$ cat config.mk
export PLATFORM = sky130hd
export DESIGN_NAME = led_strip_pulse_animator_top
export DESIGN_NICKNAME = d
export VERILOG_FILES = /design/src/rtl/lspa_pkg.sv /design/src/rtl/led_strip_pulse_animator_top.sv
export SDC_FILE = /design/constraint.sdc
export NUM_CORES = 1
export LEC_CHECK = 0
export BUFFER_PORTS_ARGS = -buffer_cell sky130_fd_sc_hd__clkbuf_2
export CORE_MARGIN = 4
export CORE_UTILIZATION = 55
export CTS_CLUSTER_SIZE = 28
export DETAILED_ROUTE_END_ITERATION = 8
export PLACE_DENSITY = 0.73
export SLEW_MARGIN = 25
export SYNTH_ARGS = -nofsm -noshare
export SYNTH_HDL_FRONTEND = slang
export SYNTH_SLANG_ARGS = --single-unit
$ cat constraint.sdc
create_clock -name clk -period 10.3 [get_ports clk]
set_clock_uncertainty 0.1 [all_clocks]
set_input_delay 1.545 -clock clk [delete_from_list [all_inputs] [get_ports clk]]
set_output_delay 1.545 -clock clk [all_outputs]
set_load 0.05 [all_outputs]
$ cat src/rtl/lspa_pkg.sv
// Package with the constants, codes and types shared by the LED strip pulse animator.
package lspa_pkg;

    localparam int STRIP_LENGTH = 256;
    localparam int MAX_PULSE    = 32;

    localparam int PADDR_W = 5;
    localparam int PDATA_W = 32;

    localparam logic [16:0] ELAPSED_MAX = 17'h1FFFF;
    localparam logic [8:0]  PHASE_MAX   = 9'd511;
    localparam logic [8:0]  WEIGHT_FULL = 9'd256;

    localparam logic [1:0] ACT_TICK    = 2'd0;
    localparam logic [1:0] ACT_LOAD    = 2'd1;
    localparam logic [1:0] ACT_RESTART = 2'd2;

    localparam logic [2:0] REG_STEP_DELAY   = 3'd0;
    localparam logic [2:0] REG_PULSE_LENGTH = 3'd1;
    localparam logic [2:0] REG_REVERSE      = 3'd2;
    localparam logic [2:0] REG_COLOR_RED    = 3'd3;
    localparam logic [2:0] REG_COLOR_GREEN  = 3'd4;
    localparam logic [2:0] REG_COLOR_BLUE   = 3'd5;

    typedef enum logic [1:0] {
        S_IDLE,
        S_STEP,
        S_EMPTY
    } state_t;

endpackage

$ cat src/rtl/led_strip_pulse_animator_top.sv
// Top level of the LED strip pulse animator: registers, step sequencer and pixel unit.
//
//  Channel | Direction | Handshake            | Payload
//  cfg     | in        | psel/penable/pready  | paddr, pwdata, prdata (APB-style)
//  in      | in        | in_valid/in_ready    | action, profile_index, profile_weight
//  out     | out       | out_valid/out_ready  | pixel_index, red, green, blue,
//          |           |                      | pixel_valid, pulse_done, last
//
// A load or restart beat is handled in the idle state; a tick that does not step moves
// to the empty state, which sends one empty output beat. A stepping tick walks the pulse
// entries in the pixel unit and, when no pixel lands on the strip, ends with an empty beat.
// An on-strip entry advances only when the output register is free or being taken,
// so a stalled output beat holds the sequencer; in_ready is high only when idle.
// Reset clears control state and the configuration registers; the profile table is not cleared.
module led_strip_pulse_animator_top
(
    input  logic                         clk,
    input  logic                         rst_n,
    input  logic                         psel,
    input  logic                         penable,
    input  logic                         pwrite,
    input  logic [lspa_pkg::PADDR_W-1:0] paddr,
    input  logic [lspa_pkg::PDATA_W-1:0] pwdata,
    output logic [lspa_pkg::PDATA_W-1:0] prdata,
    output logic                         pready,
    input  logic                         in_valid,
    output logic                         in_ready,
    input  logic [1:0]                   action,
    input  logic [4:0]                   profile_index,
    input  logic [8:0]                   profile_weight,
    output logic                         out_valid,
    input  logic                         out_ready,
    output logic [7:0]                   pixel_index,
    output logic [7:0]                   red,
    output logic [7:0]                   green,
    output logic [7:0]                   blue,
    output logic                         pixel_valid,
    output logic                         pulse_done,
    output logic                         last
);
    import lspa_pkg::*;

    logic [15:0] step_delay_reg;
    logic [5:0]  pulse_length_reg;
    logic        reverse_reg;
    logic [7:0]  color_red_reg;
    logic [7:0]  color_green_reg;
    logic [7:0]  color_blue_reg;

    state_t      state_reg, state_next;
    logic [5:0]  p_reg, p_next;
    logic [5:0]  size_reg, size_next;
    logic [10:0] base_reg, base_next;
    logic [8:0]  phase_reg, phase_next;
    logic [16:0] elapsed_reg, elapsed_next;
    logic        done_reg, done_next;
    logic        out_valid_reg, out_valid_next;

    logic [7:0]  pixel_index_reg, pixel_index_next;
    logic [7:0]  red_reg, red_next;
    logic [7:0]  green_reg, green_next;
    logic [7:0]  blue_reg, blue_next;
    logic        pixel_valid_reg, pixel_valid_next;
    logic        pulse_done_reg, pulse_done_next;
    logic        last_reg, last_next;
    logic        out_load;

    logic [8:0]  weight_table [32];

    logic        cfg_write;
    logic [2:0]  cfg_sel;
    logic        in_fire;
    logic [5:0]  size_w;
    logic [16:0] elapsed_inc;
    logic [8:0]  phase_inc;
    logic [10:0] loc;
    logic        on_strip;
    logic        at_last;
    logic [7:0]  pos;
    logic [8:0]  weight;
    logic [16:0] prod_red;
    logic [16:0] prod_green;
    logic [16:0] prod_blue;

    assign pready    = 1'b1;
    assign cfg_sel   = paddr[4:2];
    assign cfg_write = psel && penable && pwrite && pready;

    always_ff @(posedge clk or negedge rst_n)
    begin
        if (!rst_n)
        begin
            step_delay_reg   <= '0;
            pulse_length_reg <= 6'd1;
            reverse_reg      <= 1'b0;
            color_red_reg    <= '0;
            color_green_reg  <= '0;
            color_blue_reg   <= '0;
        end
        else if (cfg_write)
        begin
            case (cfg_sel)
                REG_STEP_DELAY:   step_delay_reg   <= pwdata[15:0];
                REG_PULSE_LENGTH: pulse_length_reg <= pwdata[5:0];
                REG_REVERSE:      reverse_reg      <= pwdata[0];
                REG_COLOR_RED:    color_red_reg    <= pwdata[7:0];
                REG_COLOR_GREEN:  color_green_reg  <= pwdata[7:0];
                REG_COLOR_BLUE:   color_blue_reg   <= pwdata[7:0];
                default:          ;
            endcase
        end
    end

    always_comb
    begin
        case (cfg_sel)
            REG_STEP_DELAY:   prdata = {16'd0, step_delay_reg};
            REG_PULSE_LENGTH: prdata = {26'd0, pulse_length_reg};
            REG_REVERSE:      prdata = {31'd0, reverse_reg};
            REG_COLOR_RED:    prdata = {24'd0, color_red_reg};
            REG_COLOR_GREEN:  prdata = {24'd0, color_green_reg};
            REG_COLOR_BLUE:   prdata = {24'd0, color_blue_reg};
            default:          prdata = '0;
        endcase
    end

    assign in_ready = (state_reg == S_IDLE);
    assign in_fire  = in_valid && in_ready;
    assign out_load = !out_valid_reg || out_ready;

    // The weight table saturates loads at full brightness.
    always_ff @(posedge clk)
    begin
        if (in_fire && action == ACT_LOAD)
        begin
            weight_table[profile_index] <= (profile_weight > WEIGHT_FULL) ? WEIGHT_FULL
                                                                          : profile_weight;
        end
    end

    assign size_w      = (pulse_length_reg > 6'(MAX_PULSE)) ? 6'(MAX_PULSE) : pulse_length_reg;
    assign elapsed_inc = (elapsed_reg == ELAPSED_MAX) ? elapsed_reg : elapsed_reg + 17'd1;
    assign phase_inc   = (phase_reg == PHASE_MAX) ? phase_reg : phase_reg + 9'd1;

    // The pixel unit handles one pulse entry per cycle unless an on-strip entry waits for the output register.
    assign loc      = base_reg + 11'(p_reg);
    assign on_strip = !loc[10] && (loc < 11'(STRIP_LENGTH));
    assign at_last  = (p_reg == size_reg - 6'd1) || (loc == 11'(STRIP_LENGTH - 1));
    assign pos      = reverse_reg ? 8'(11'(STRIP_LENGTH - 1) - loc) : loc[7:0];
    assign weight   = weight_table[p_reg[4:0]];
    assign prod_red   = 17'(weight) * 17'(color_red_reg);
    assign prod_green = 17'(weight) * 17'(color_green_reg);
    assign prod_blue  = 17'(weight) * 17'(color_blue_reg);

    always_comb
    begin
        state_next       = state_reg;
        p_next           = p_reg;
        size_next        = size_reg;
        base_next        = base_reg;
        phase_next       = phase_reg;
        elapsed_next     = elapsed_reg;
        done_next        = done_reg;
        out_valid_next   = out_valid_reg && !out_ready;
        pixel_index_next = pixel_index_reg;
        red_next         = red_reg;
        green_next       = green_reg;
        blue_next        = blue_reg;
        pixel_valid_next = pixel_valid_reg;
        pulse_done_next  = pulse_done_reg;
        last_next        = last_reg;

        case (state_reg)
            S_IDLE:
            begin
                if (in_fire)
                begin
                    case (action)
                        ACT_TICK:
                        begin
                            if (elapsed_inc > {1'b0, step_delay_reg})
                            begin
                                size_next    = size_w;
                                base_next    = 11'(phase_reg) - 11'(size_w);
                                p_next       = '0;
                                phase_next   = phase_inc;
                                elapsed_next = '0;
                                if ({1'b0, phase_inc} > 10'(STRIP_LENGTH) + 10'(size_w))
                                begin
                                    done_next = 1'b1;
                                end
                                state_next = S_STEP;
                            end
                            else
                            begin
                                elapsed_next = elapsed_inc;
                                state_next   = S_EMPTY;
                            end
                        end
                        ACT_RESTART:
                        begin
                            phase_next   = '0;
                            done_next    = 1'b0;
                            elapsed_next = ELAPSED_MAX;
                        end
                        default: ;
                    endcase
                end
            end
            S_STEP:
            begin
                if (p_reg == size_reg)
                begin
                    state_next = S_EMPTY;
                end
                else if (!on_strip)
                begin
                    p_next = p_reg + 6'd1;
                end
                else if (out_load)
                begin
                    out_valid_next   = 1'b1;
                    pixel_index_next = pos;
                    red_next         = prod_red[15:8];
                    green_next       = prod_green[15:8];
                    blue_next        = prod_blue[15:8];
                    pixel_valid_next = 1'b1;
                    pulse_done_next  = done_reg;
                    last_next        = at_last;
                    p_next           = p_reg + 6'd1;
                    if (at_last)
                    begin
                        state_next = S_IDLE;
                    end
                end
            end
            S_EMPTY:
            begin
                if (out_load)
                begin
                    out_valid_next   = 1'b1;
                    pixel_index_next = '0;
                    red_next         = '0;
                    green_next       = '0;
                    blue_next        = '0;
                    pixel_valid_next = 1'b0;
                    pulse_done_next  = done_reg;
                    last_next        = 1'b1;
                    state_next       = S_IDLE;
                end
            end
            default:
            begin
                state_next = S_IDLE;
            end
        endcase
    end

    always_ff @(posedge clk or negedge rst_n)
    begin
        if (!rst_n)
        begin
            state_reg     <= S_IDLE;
            p_reg         <= '0;
            size_reg      <= '0;
            base_reg      <= '0;
            phase_reg     <= '0;
            elapsed_reg   <= ELAPSED_MAX;
            done_reg      <= 1'b0;
            out_valid_reg <= 1'b0;
        end
        else
        begin
            state_reg     <= state_next;
            p_reg         <= p_next;
            size_reg      <= size_next;
            base_reg      <= base_next;
            phase_reg     <= phase_next;
            elapsed_reg   <= elapsed_next;
            done_reg      <= done_next;
            out_valid_reg <= out_valid_next;
        end
    end

    always_ff @(posedge clk)
    begin
        pixel_index_reg <= pixel_index_next;
        red_reg         <= red_next;
        green_reg       <= green_next;
        blue_reg        <= blue_next;
        pixel_valid_reg <= pixel_valid_next;
        pulse_done_reg  <= pulse_done_next;
        last_reg        <= last_next;
    end

    assign out_valid   = out_valid_reg;
    assign pixel_index = pixel_index_reg;
    assign red         = red_reg;
    assign green       = green_reg;
    assign blue        = blue_reg;
    assign pixel_valid = pixel_valid_reg;
    assign pulse_done  = pulse_done_reg;
    assign last        = last_reg;

    // Every accepted tick must produce at least one output beat.
    a_tick_busy: assert property (@(posedge clk) disable iff (!rst_n)
        in_fire && action == ACT_TICK |=> state_reg != S_IDLE)
        else $error("tick accepted without starting a step or an empty beat");

    // The done flag is only cleared by a restart.
    a_done_sticky: assert property (@(posedge clk) disable iff (!rst_n)
        done_reg && !(in_fire && action == ACT_RESTART) |=> done_reg)
        else $error("done flag cleared without a restart");

    // A beat without a pixel is always the final beat of its tick.
    a_empty_last: assert property (@(posedge clk) disable iff (!rst_n)
        out_valid_reg && !pixel_valid_reg |-> last_reg)
        else $error("empty output beat not marked last");

endmodule
==> results of run 1 <==
cells by family after synthesis:
logic type               Yosys count  share of synthesized area
AND/OR/NAND/NOR                  545                      0.113
flip-flops                       422                      0.482
buffers and inverters            308                     0.0494
adder cells (fa/ha/maj)          259                      0.164
AO/OA/AOI/OAI                    246                     0.0623
multiplexers                     146                      0.103
XOR/XNOR                          77                     0.0266
other                              2                   0.000297
through the flow:
| step | cell area (um2) | hold slack [ps] | std cells | util | worst slack [ps] |
|---|---|---|---|---|---|
| after CTS | 27800 | 369 | 2707 | 0.611 | 2310 |
| after detailed placement | 26400 | 354 | 2626 | 0.580 | 2330 |
| after global placement | 26300 | 351 | 2626 | 0.579 | 2290 |
| after global routing | 27800 | 388 | 2709 | 0.612 | 1900 |
| after floorplan | 25400 | 325 | 2020 | - | 3040 |
| final | 27800 | 369 | 2709 | 0.612 | 2420 |
layer usage:
layer,up-vias,track usage,share of wire
li1,7170,-,-
met5,-,0,0
met4,0,0.0787,0.032
met2,478,0.385,0.49
met1,8108,0.325,0.42
met3,97,0.0309,0.057
critical path, stage by stage (launching register included):
cell	delay, ps
dfrtp_4	890
buf_4	440
nand2_1	110
nor3_1	400
a311oi_2	110
a221oi_1	620
or2_1	490
buf_4	300
nand2_1	100
fa_1	530
fa_1	540
inv_1	60
fa_1	530
inv_1	50
fa_1	530
inv_1	40
ha_1	330
a21oi_1	140
o21ai_0	100
a31o_2	270
a221o_1	370
a21oi_1	220
mux2_1	330
cell usage after synthesis (6+ instances only):
cell type and n:
mux2i_1 23, and3_1 10, buf_4 18, a31o_2 8, a21o_1 27, edfxtp_1 323
dfrtp_1 81, xor2_1 23, nor3_1 15, and2_1 36, nor4_1 6, nand3_1 31
nand2_1 109, clkbuf_1 79, nor2b_1 149, mux2_2 34, nand4_1 10, mux4_2 87
inv_1 193, buf_2 10, xnor2_1 54, o21ai_0 90, ha_1 137, nor2_1 109
and4_1 6, a21oi_1 37, nand2b_1 41, fa_1 122, a31oi_1 14, dfstp_2 18
o21a_1 9
power by group through the flow:
stage	combinational (mW)	sequential [mW]	clock [mW]
CTS	4.31	2.42	1.60
global route	4.82	2.44	1.67
floorplan	3.13	2.54	0
finish	4.27	2.41	1.57
detailed placement	4.27	2.45	0
global placement	4.12	2.44	0
cell type report:
class | count | share of cell area
flip-flops and latches | 422 | 0.438
multi-input cells | 1290 | 0.433
clock buffers | 55 | 0.0421
well taps | 600 | 0.0270
inverters | 195 | 0.0263
repair buffers | 119 | 0.0237
clock inverters | 26 | 0.00935
diodes | 2 | 0.000180
how the worst max path moves through the flow:
stage | startpoint | to | slack, ps | cells past startpoint
finish | p_reg[0]$_DFFE_PN0P_ | red[6]$_SDFFCE_PP0P_ | 2420 | 22
global route | p_reg[0]$_DFFE_PN0P_ | red[6]$_SDFFCE_PP0P_ | 1900 | 22
CTS | p_reg[0]$_DFFE_PN0P_ | red[6]$_SDFFCE_PP0P_ | 2310 | 22
detailed placement | p_reg[0]$_DFFE_PN0P_ | red[6]$_SDFFCE_PP0P_ | 2330 | 22
global placement | p_reg[0]$_DFFE_PN0P_ | green[6]$_SDFFCE_PP0P_ | 2290 | 20
floorplan | p_reg[1]$_DFFE_PN0P_ | red[6]$_SDFFCE_PP0P_ | 3040 | 25
==> flow_metrics.env, run 1 <==
export IMPL_status="finished, final reports clean"
export IMPL_nets=2391
export IMPL_gp_congestion=0.894
export IMPL_p_switching_mw=3.46
export IMPL_synth_distinct_cells=74
export IMPL_slew_viol_final=0
export IMPL_die_x_um=223
export IMPL_root_buffer="clkbuf_16"
export IMPL_tightest_slew_ps=1050
export IMPL_hold_depth=0
export IMPL_regArea_um2=12200
export IMPL_routedWlPerCell_um=21.2
export IMPL_cts_resized=0
export IMPL_cp_max_fo=39
export IMPL_power_mw=8.26
export IMPL_ys_top_cells_by_area="edfxtp_1, fa_1, dfrtp_1"
export IMPL_r2r_end="red[6]$_SDFFCE_PP0P_"
export IMPL_fmax_mhz=127
export IMPL_comb_power_share=0.517
export IMPL_critical_path_class="reg -> reg"
export IMPL_cts_tree="built"
export IMPL_synthFlopType="edfxtp_1"
export IMPL_leakagePower_nw=11.2
export IMPL_vias_per_cell=5.85
export IMPL_r2r_start="p_reg[0]$_DFFE_PN0P_"
export IMPL_grt_max_degree=70
export IMPL_die_y_um=223
export IMPL_cts_setup_buffers=0
export IMPL_core_um2=45500
export IMPL_dr_pass1_iters=5
export IMPL_portBuffers=94
export IMPL_swShare=0.419
export IMPL_finalCriticalPeriod_ps=7880
export IMPL_hold_buffers=0
export IMPL_grt_pass1_vias=16400
export IMPL_sequentialPowerShare=0.292
export IMPL_power_frac_clock=0.190
export IMPL_htreeDepth=2
export IMPL_slew_headroom=0.297
export IMPL_syn_area_per_cell_um2=12.6
export IMPL_synth_cells=2005
export IMPL_final_common_cell="edfxtp_1"
export IMPL_grt_pass1_wl_um=91200
export IMPL_grt_overflow=0
export IMPL_initial_core_util=0.557
export IMPL_synth_async_reset_ratio=0.235
export IMPL_antenna_found_initial=2
export IMPL_vdd_ir_drop_worst_mv=0.274
export IMPL_area_delta_synth_final_pct=10.0
export IMPL_cp_required_ps=10530
export IMPL_min_delay_path_class="reg -> reg"
export IMPL_grt_util_all_layers=0.234
export IMPL_ys_ff_latch=422
export IMPL_hp_start="done_reg$_DFFE_PN0P_"
export IMPL_syn_area_um2=25300
export IMPL_synth_edf_count=323
export IMPL_largest_reg_flops=288
export IMPL_vias=15900
export IMPL_drive_above_1_share=0.176
export IMPL_drc=0
export IMPL_cap_violations=0
export IMPL_internal_power_mw=4.79
export IMPL_num_fill_cells=3487
export IMPL_finalSetupTns_ps=0
export IMPL_clk_latency_ps=590
export IMPL_min_to="pulse_done$_DFFE_PP_"
export IMPL_yosysSeqAreaShare=0.482
export IMPL_placementRows=78
export IMPL_period_share=0.765
export IMPL_yosysWarnings=0
export IMPL_io_pins=130
export IMPL_multi_input_area_um2=12100
export IMPL_finalHoldViolCount=0
export IMPL_clock_sinks=422
export IMPL_rsz0062_at_grt="no"
export IMPL_drt_iter0_drc=1483
export IMPL_clk_path_buf_depth=3
export IMPL_start_kind="flip-flop"
export IMPL_power_per_cell_area_nw_per_um2=296
export IMPL_endpoint_kind="flip-flop"
export IMPL_wl_um=57400
export IMPL_worst_r2r_cell_count=22
export IMPL_synth_top_cell_area_share=0.383
export IMPL_cts_buffers=44
export IMPL_setup_viol=0
export IMPL_clk_pin_slew_ps=60
export IMPL_mostFrequentLayoutCells="edfxtp_1, inv_1, nor2b_1, ha_1, fa_1"
export IMPL_antenna_left=0
export IMPL_post_dp_hpwl_um=39900
export IMPL_die_area_um2=49500
export IMPL_cp_arrival_ps=8110
export IMPL_ff2ff_setup_slack_ps=2420
export IMPL_yosys_area_top_type="edfxtp_1"
No activity file was read; power rests on OpenSTA's default activity.
==> run 2: changes to the inputs <==
Settings changed: PLACE_DENSITY 0.73 to 0.76.
Clock period 10.3 ns to 6.85 ns, I/O delays scaled along.
==> run 2 against run 1 <==
Effect of this change: count of clock-buffer cells in the layout decreased by 3; global-route usage increased by 1.1 points; worst hold slack got worse by 13 ps; via count increased by 3.5%; cell area increased by 2.0%; register-to-register slack got worse by 2300 ps; core utilization increased by 1.2 points; first-iteration DRC count increased by 19%; setup slack got worse by 2300 ps; combinational power increased by 59%; non-clock buffer count increased by 38; critical endpoint unchanged; largest cell class unchanged; highest routed layer unchanged.
==> flow_metrics.env, run 2 (synthesis results as in run 1) <==
export IMPL_drc=0
export IMPL_ff2ff_setup_slack_ps=140
export IMPL_finalCriticalPeriod_ps=6710
export IMPL_antenna_found_initial=1
export IMPL_grt_overflow=0
export IMPL_area_delta_synth_final_pct=12.2
export IMPL_root_buffer="clkbuf_16"
export IMPL_portBuffers=94
export IMPL_post_dp_hpwl_um=41100
export IMPL_worst_r2r_cell_count=19
export IMPL_clk_pin_slew_ps=60
export IMPL_wl_um=60400
export IMPL_hold_buffers=0
export IMPL_rsz0062_at_grt="yes"
export IMPL_vias=16400
export IMPL_clk_path_buf_depth=3
export IMPL_drive_above_1_share=0.190
export IMPL_crit_start="p_reg[0]$_DFFE_PN0P_"
export IMPL_leakagePower_nw=11.5
export IMPL_path_buf_inv=4
export IMPL_power_per_cell_area_nw_per_um2=454
export IMPL_sequentialPowerShare=0.276
export IMPL_num_fill_cells=3367
export IMPL_largest_reg_flops=288
export IMPL_cp_common_cell="fa_1"
export IMPL_critical_path_class="reg -> reg"
export IMPL_cp_cell_sequence="buf_6, mux4_2, mux4_2, mux2i_2, buf_12, nor2b_1, fa_1, fa_1, fa_1, inv_1, fa_1, inv_1, ha_1, a21oi_1, o21ai_0, a31o_2, a221o_1, a21oi_1, mux2_1"
export IMPL_nets=2429
export IMPL_dr_pass1_iters=5
export IMPL_slew_viol_final=0
export IMPL_placementRows=78
export IMPL_grt_pass1_vias=16800
export IMPL_cp_arrival_ps=6940
export IMPL_endpoint_kind="flip-flop"
export IMPL_cp_max_fo=24
export IMPL_start_kind="flip-flop"
export IMPL_status="finished, final reports clean"
export IMPL_mostFrequentLayoutCells="edfxtp_1, inv_1, nor2b_1, ha_1, fa_1"
export IMPL_htreeDepth=2
export IMPL_finalHoldViolCount=0
export IMPL_die_area_um2=49500
export IMPL_finalSetupTns_ps=0
export IMPL_routedWlPerCell_um=22.0
export IMPL_cts_tree="built"
export IMPL_slowest_delay_ps=580
export IMPL_clock_sinks=422
export IMPL_hold_slack_ps=356
export IMPL_cts_buffers=44
export IMPL_hp_start="done_reg$_DFFE_PN0P_"
export IMPL_antenna_left=0
export IMPL_cp_depth=19
export IMPL_internal_power_mw=7.57
export IMPL_hold_depth=0
export IMPL_tightest_slew_ps=1090
export IMPL_die_x_um=223
export IMPL_min_delay_path_class="reg -> reg"
export IMPL_power_frac_clock=0.197
export IMPL_swShare=0.413
export IMPL_crit_slowest_cell="mux4_2"
export IMPL_antenna_cells=0
export IMPL_vdd_ir_drop_worst_mv=0.619
export IMPL_grt_pass1_wl_um=95500
export IMPL_vias_per_cell=5.98
export IMPL_die_y_um=223
export IMPL_slew_headroom=0.272
export IMPL_r2r_start="p_reg[0]$_DFFE_PN0P_"
export IMPL_grt_max_degree=53
export IMPL_gp_congestion=0.916
export IMPL_comb_power_share=0.527
export IMPL_initial_core_util=0.557
export IMPL_final_common_cell="edfxtp_1"
export IMPL_setup_viol=0
export IMPL_cp_required_ps=7080
export IMPL_io_pins=130
export IMPL_cp_top_family="adder cells"
export IMPL_period_share=0.979
export IMPL_core_um2=45500
export IMPL_grt_util_all_layers=0.245
export IMPL_drt_iter0_drc=1764
export IMPL_clk_latency_ps=590
export IMPL_fmax_mhz=149
export IMPL_cap_violations=0
export IMPL_p_switching_mw=5.32
## run 2: changes by cell type in the layout (fill, tap and decap cells not counted), sizes merged
cell	before	now
clkbuf	148	146
buf	26	63
clkinv	20	15
diode	2	0
bufinv	3	7
inv	197	199
## run 2: layout make-up
| type | instances | area, um2 | area share |
|---|---|---|---|
| Clock inverter | 27 | 355 | 0.0125 |
| Multi-Input combinational cell | 1290 | 12000 | 0.424 |
| Inverter | 195 | 732 | 0.0258 |
| Tap cell | 600 | 751 | 0.0264 |
| Sequential cell | 422 | 12200 | 0.430 |
| Timing Repair Buffer | 157 | 1140 | 0.0402 |
| Clock buffer | 52 | 1160 | 0.0409 |
## run 2: metal layers
layer / vias to the layer above / GRT usage / share of wire
met5: - / 0 / 0
met4: 0 / 0.0618 / 0.025
met3: 102 / 0.0419 / 0.064
met2: 628 / 0.427 / 0.51
met1: 8436 / 0.322 / 0.40
li1: 7236 / - / -
## run 2: power groups by stage
stage / sequential (mW) / clock [mW] / combinational, mW
finish: 3.56 / 2.53 / 6.79
global route: 3.60 / 2.69 / 7.64
CTS: 3.56 / 2.56 / 6.76
floorplan: 3.82 / 0 / 4.73
detailed placement: 3.61 / 0 / 6.68
global placement: 3.60 / 0 / 6.43
## run 2: final timing paths
path,to
min,pulse_done$_DFFE_PP_
max,red[6]$_SDFFCE_PP0P_
max reg2reg,red[6]$_SDFFCE_PP0P_
min in group asynchronous,color_green_reg[6]$_DFFE_PN0P_
max in group asynchronous,phase_reg[1]$_DFFE_PN0P_
min reg2reg,pulse_done$_DFFE_PP_
## run 2: what timing repair did
action                                  CTS  global route
gates resized for setup                   1             6
gates cloned                              0             1
endpoints found under the setup margin    1             9
pin swaps                                 0             0
buffers inserted                          0            11
## run 2: stage by stage
stage | util | instance area [um2] | total power [mW] | std cells | worst slack [ps]
final | 0.624 | 28400 | 12.9 | 2743 | 141
after CTS | 0.620 | 28200 | 12.9 | 2731 | 75.9
after global routing | 0.624 | 28400 | 13.9 | 2743 | -21.0
after detailed placement | 0.587 | 26700 | 10.3 | 2652 | 129
after floorplan | - | 25400 | 8.55 | 2020 | 9.52
after global placement | 0.586 | 26700 | 10.0 | 2652 | 206
